<file path="src/rtl/core/sst_pkg.sv">
// Package for the sorted schedule table interpolator.
// Holds field widths, request and sequencer codes and timing constants.
// No dependencies.
package sst_pkg;

   localparam int KEY_W  = 24;
   localparam int VAL_W  = 16;
   localparam int EFF_W  = 8;
   localparam int REC_W  = KEY_W + VAL_W + EFF_W;
   localparam int NOW_W  = 17;
   localparam int TIME_W = 18;
   localparam int NUM_W  = 33;
   localparam int DEN_W  = 18;

   localparam logic [7:0]        FIELD_EMPTY  = 8'hFF;
   localparam logic [TIME_W-1:0] SLOT_SECONDS = 18'd900;

   typedef enum logic [1:0] {
      REQ_INSERT = 2'd0,
      REQ_DELETE = 2'd1,
      REQ_LOOKUP = 2'd2,
      REQ_NONE   = 2'd3
   } req_type_type;

   typedef enum logic [3:0] {
      ST_IDLE,
      ST_SCAN_RD,
      ST_SCAN_CHK,
      ST_INS_RD,
      ST_INS_WR,
      ST_DEL_RD,
      ST_DEL_WR,
      ST_MUL,
      ST_DIV_GO,
      ST_DIV_WT,
      ST_FINISH
   } state_type;

endpackage

</file>
<file path="src/rtl/core/sst_div.sv">
// Restoring unsigned divider, one quotient bit per cycle.
// Depends on sst_pkg for operand widths.
module sst_div (
   input  logic                     clock,
   input  logic                     reset,
   input  logic                     start,
   input  logic [sst_pkg::NUM_W-1:0] dividend,
   input  logic [sst_pkg::DEN_W-1:0] divisor,
   output logic                     done,
   output logic [sst_pkg::NUM_W-1:0] quotient
);

   localparam int NW = sst_pkg::NUM_W;
   localparam int DW = sst_pkg::DEN_W;
   localparam int SW = $clog2(NW + 1);

   logic [DW-1:0] rem_ff, rem_in;
   logic [NW-1:0] quo_ff, quo_in;
   logic [DW-1:0] div_ff, div_in;
   logic [SW-1:0] steps_ff, steps_in;
   logic          busy_ff, busy_in;
   logic          done_ff, done_in;
   logic [DW:0]   trial;
   logic          fits;

   // one shift and trial subtract a cycle
   always_comb begin
      trial    = {rem_ff, quo_ff[NW-1]};
      fits     = trial >= {1'b0, div_ff};
      rem_in   = rem_ff;
      quo_in   = quo_ff;
      div_in   = div_ff;
      steps_in = steps_ff;
      busy_in  = busy_ff;
      done_in  = 1'b0;
      if (start) begin
         rem_in   = '0;
         quo_in   = dividend;
         div_in   = divisor;
         steps_in = SW'(NW);
         busy_in  = 1'b1;
      end else if (busy_ff) begin
         rem_in   = fits ? DW'(trial - {1'b0, div_ff}) : trial[DW-1:0];
         quo_in   = {quo_ff[NW-2:0], fits};
         steps_in = steps_ff - 1'b1;
         if (steps_ff == SW'(1)) begin
            busy_in = 1'b0;
            done_in = 1'b1;
         end
      end
   end

   always_ff @(posedge clock) begin
      if (reset) begin
         busy_ff <= 1'b0;
         done_ff <= 1'b0;
      end else begin
         busy_ff <= busy_in;
         done_ff <= done_in;
      end
      rem_ff   <= rem_in;
      quo_ff   <= quo_in;
      div_ff   <= div_in;
      steps_ff <= steps_in;
   end

   assign done     = done_ff;
   assign quotient = quo_ff;

endmodule
</file>
<file path="config.mk">
export PLATFORM = sky130hd
export DESIGN_NAME = sst_div
export DESIGN_NICKNAME = d
export VERILOG_FILES = /design/src/rtl/core/sst_pkg.sv /design/src/rtl/core/sst_div.sv
export SDC_FILE = /design/constraint.sdc
export NUM_CORES = 1
export LEC_CHECK = 0
export BUFFER_PORTS_ARGS = -buffer_cell sky130_fd_sc_hd__clkbuf_2
export CAP_MARGIN = 20
export CORE_UTILIZATION = 50
export CTS_CLUSTER_DIAMETER = 120
export DETAILED_ROUTE_END_ITERATION = 7
export GPL_TIMING_DRIVEN = 0
export HOLD_SLACK_MARGIN = 0.03
export PLACE_DENSITY = 0.74
export SLEW_MARGIN = 25
export SYNTH_ARGS = -nofsm -noshare
export SYNTH_HDL_FRONTEND = slang
export SYNTH_SLANG_ARGS = --single-unit
</file>
<file path="constraint.sdc">
create_clock -name clock -period 4.95 [get_ports clock]
set_input_delay 0.7425 -clock clock [delete_from_list [all_inputs] [get_ports clock]]
set_output_delay 0.7425 -clock clock [all_outputs]
set_load 0.01 [all_outputs]
</file>
==> results.txt <==
outcome: completed
CTS tree: yes
Post-CTS Setup Repair Bufs: 0
MaxCap Viol Count: 0
WP data required: 5170 ps
fillers: 656
min cycle time layout: 2880 ps
Tcrit/Tclk final: 0.582
area growth from synthesis to layout: 18.5%
hold path start: rem_ff[4]
H-tree depth: 3
CTS Buf Count: 9
pin count of the biggest net entering global routing: 34
gr busiest metal: met2
Vias: 2878
synthesized instance count: 343
via/cell ratio: 5.25
Hold Crit Depth: 2
area leader, netlist: edfxtp_1
VDD IR max: 0.000185 V
I/O pin cnt: 88
Post-synth top cells: edfxtp_1, mux2_2, nand2_1
M3 GR Usage: 0.0804
Worst R2R End: rem_ff[14]
critical path data arrival time: 3100 ps
area occupied by multi-input gates: 0.00178 mm²
antenna violations before repair: 0
Power Dens Cells: 302 mW/mm²
met1 global-route usage: 0.260
die area: 0.00835 mm²
register area: 0.00205 mm²
final setup fails: 0
maximum clock rate: 0.347 GHz
Clock Tree Buf Depth: 2
most frequent cell after synthesis: edfxtp_1
Die Wd: 91.4 µm
ys flop type: edfxtp_1
global-route wire length before repair: 13500 µm
R2R cell count: 11
GRT overflow: 0
Fin. Hold Viols: 0
worst skew pair latency: 360 ps
row cnt: 32
RSZ-0062 raised after global routing: false
Synth top area share: 0.383
# clock sinks: 77
Pint: 1.03 mW
Slew HR: 0.545
post-synthesis sequential area ratio: 0.514
Critical Path Fanout Max: 4
ANT nets after route: 0
post-synth net total: 418
Comb pwr share: 0.161
hold_buf cts: 0
Worst Setup Start Kind: flip-flop
Pins Over Slew Limit: 0
Reg-to-Reg Start: quotient[32]
final core utilization: 0.612
Detailed Place HPWL: 5940 µm
clk root buf: clkbuf_8
Sum Neg Setup Slack: 0 ps
DRC viols: 0
post-cts resize count: 0
WL final: 8060 µm
Post-synth EDFFs: 51
Chip Height: 91.4 µm
WL per Instance: 14.7 µm
fraction of registers with async set/reset: 0
Yosys warnings: 0
initial core utilization: 0.517
Synth Area per Inst: 11.6 µm²
met2 Use GR: 0.338
vias in the first global route: 2887
Clock power frac: 0.302
share of layout cells above drive strength 1: 0.357
CP Class: reg2reg
Slew @ Worst Pin: 681 ps
register share of total power: 0.536
NetSw: 400 µW
switching fraction of total power: 0.280
Lkg Pwr: 2.08 nW
Distinct cells, synth: 50
Detailed Routing Iterations Pass 1: 4
Hold Crit Endpoint: rem_ff[4]
I/O Buffers: 87
initial drt markers: 111
largest cells by area after synthesis: edfxtp_1, dfxtp_1, mux2_2
Hold WC Path Type: reg2reg
core area: 0.00773 mm²
n_diodes: 0
cell area after synthesis: 0.00399 mm²
Final Wtd Congestion: 0.851
Crit. End Element: flip-flop
FF-to-FF setup slack: 2070 ps
Final Skew: 12.8 ps
Reg clk slew, reported paths: 80 ps
synthesized flop and latch total: 77
Nets: 516
gr usage total: 0.207
[metrics by stage]
stage | area (µm²) | power (mW) | cells | worst slack (ps) | hold WS [ps]
floorplan | 3990 | 0.928 | 343 | 2440 | 438
global placement | 4560 | 1.01 | 532 | 1340 | 458
detailed placement | 4560 | 1.01 | 532 | 1670 | 458
CTS | 4730 | 1.45 | 548 | 2060 | 478
global route | 4730 | 1.50 | 548 | 1840 | 493
finish | 4730 | 1.43 | 548 | 2070 | 478
[how the worst max path moves through the flow]
stage | from | end | slack (ps) | cells past startpoint
CTS | start | quotient[28] | 2060 | 5
global route | start | quotient[28] | 1840 | 5
detailed placement | start | quotient[11] | 1670 | 5
global placement | start | quotient[16] | 1340 | 5
finish | quotient[32] | rem_ff[14] | 2070 | 11
floorplan | quotient[32] | rem_ff[14] | 2440 | 11
[critical path, stage by stage (launching register included)]
cell and delay, ps:
edfxtp_1 460, inv_1 90, ha_1 160, inv_1 50, fa_1 410, a211oi_1 340
o31ai_2 170, a221oi_1 490, o221ai_1 200, xor2_1 170, mux2i_1 140, o21ai_1 70
[placed cells by master, fill, tap and decap left out, types with 3 or more instances in the layout]
master	synthesis	routed
dfxtp_1	26	26
a21oi_2	5	5
a211oi_1	8	8
mux2_2	32	32
o31ai_1	5	5
clkbuf_8	0	9
nand2b_1	5	5
xor2_1	12	12
a21oi_1	14	14
mux2i_1	12	12
clkbuf_1	6	7
nor2_1	18	18
o21ai_0	3	3
clkbuf_2	0	87
nand3_1	7	7
buf_2	4	4
nor3_1	4	4
inv_1	25	24
nand2_1	29	29
a32oi_1	6	6
ha_1	20	20
xnor2_1	7	7
edfxtp_1	51	51
o21ai_1	9	9
[layer usage]
metal	share of wire	vias up
met4	0.010	0
met3	0.066	9
li1	-	1459
met1	0.46	1330
met2	0.46	80
met5	0	-
[power by group through the flow]
stage	clock network (mW)	logic [mW]	registers [mW]
after floorplan	0	0.137	0.791
after global placement	0	0.225	0.781
after detailed placement	0	0.231	0.782
after CTS	0.446	0.232	0.768
after global routing	0.469	0.257	0.774
final	0.433	0.231	0.767
[sequential cells by signal, indices dropped and copies added (netlist names)]
name / flops
busy_ff: 1
done: 1
steps_ff: 6
rem_ff: 18
quotient: 33
div_ff: 18
[kinds of logic after synthesis]
kind of cell | share of synthesized area
simple gates | 0.0943
flops | 0.514
compound gates | 0.122
mux | 0.120
buf+inv | 0.0407
fa+ha+maj | 0.0677
xor+xnor | 0.0417
[cell type report]
cell class,count,area share
clock inverter,6,0.00979
multi-input combinational,227,0.376
timing repair buffer,87,0.0920
clock buffer,10,0.0270
inverter,25,0.0198
sequential,77,0.434
buffer,14,0.0145
tap,102,0.0270
Power figures use the tool's default switching activity.
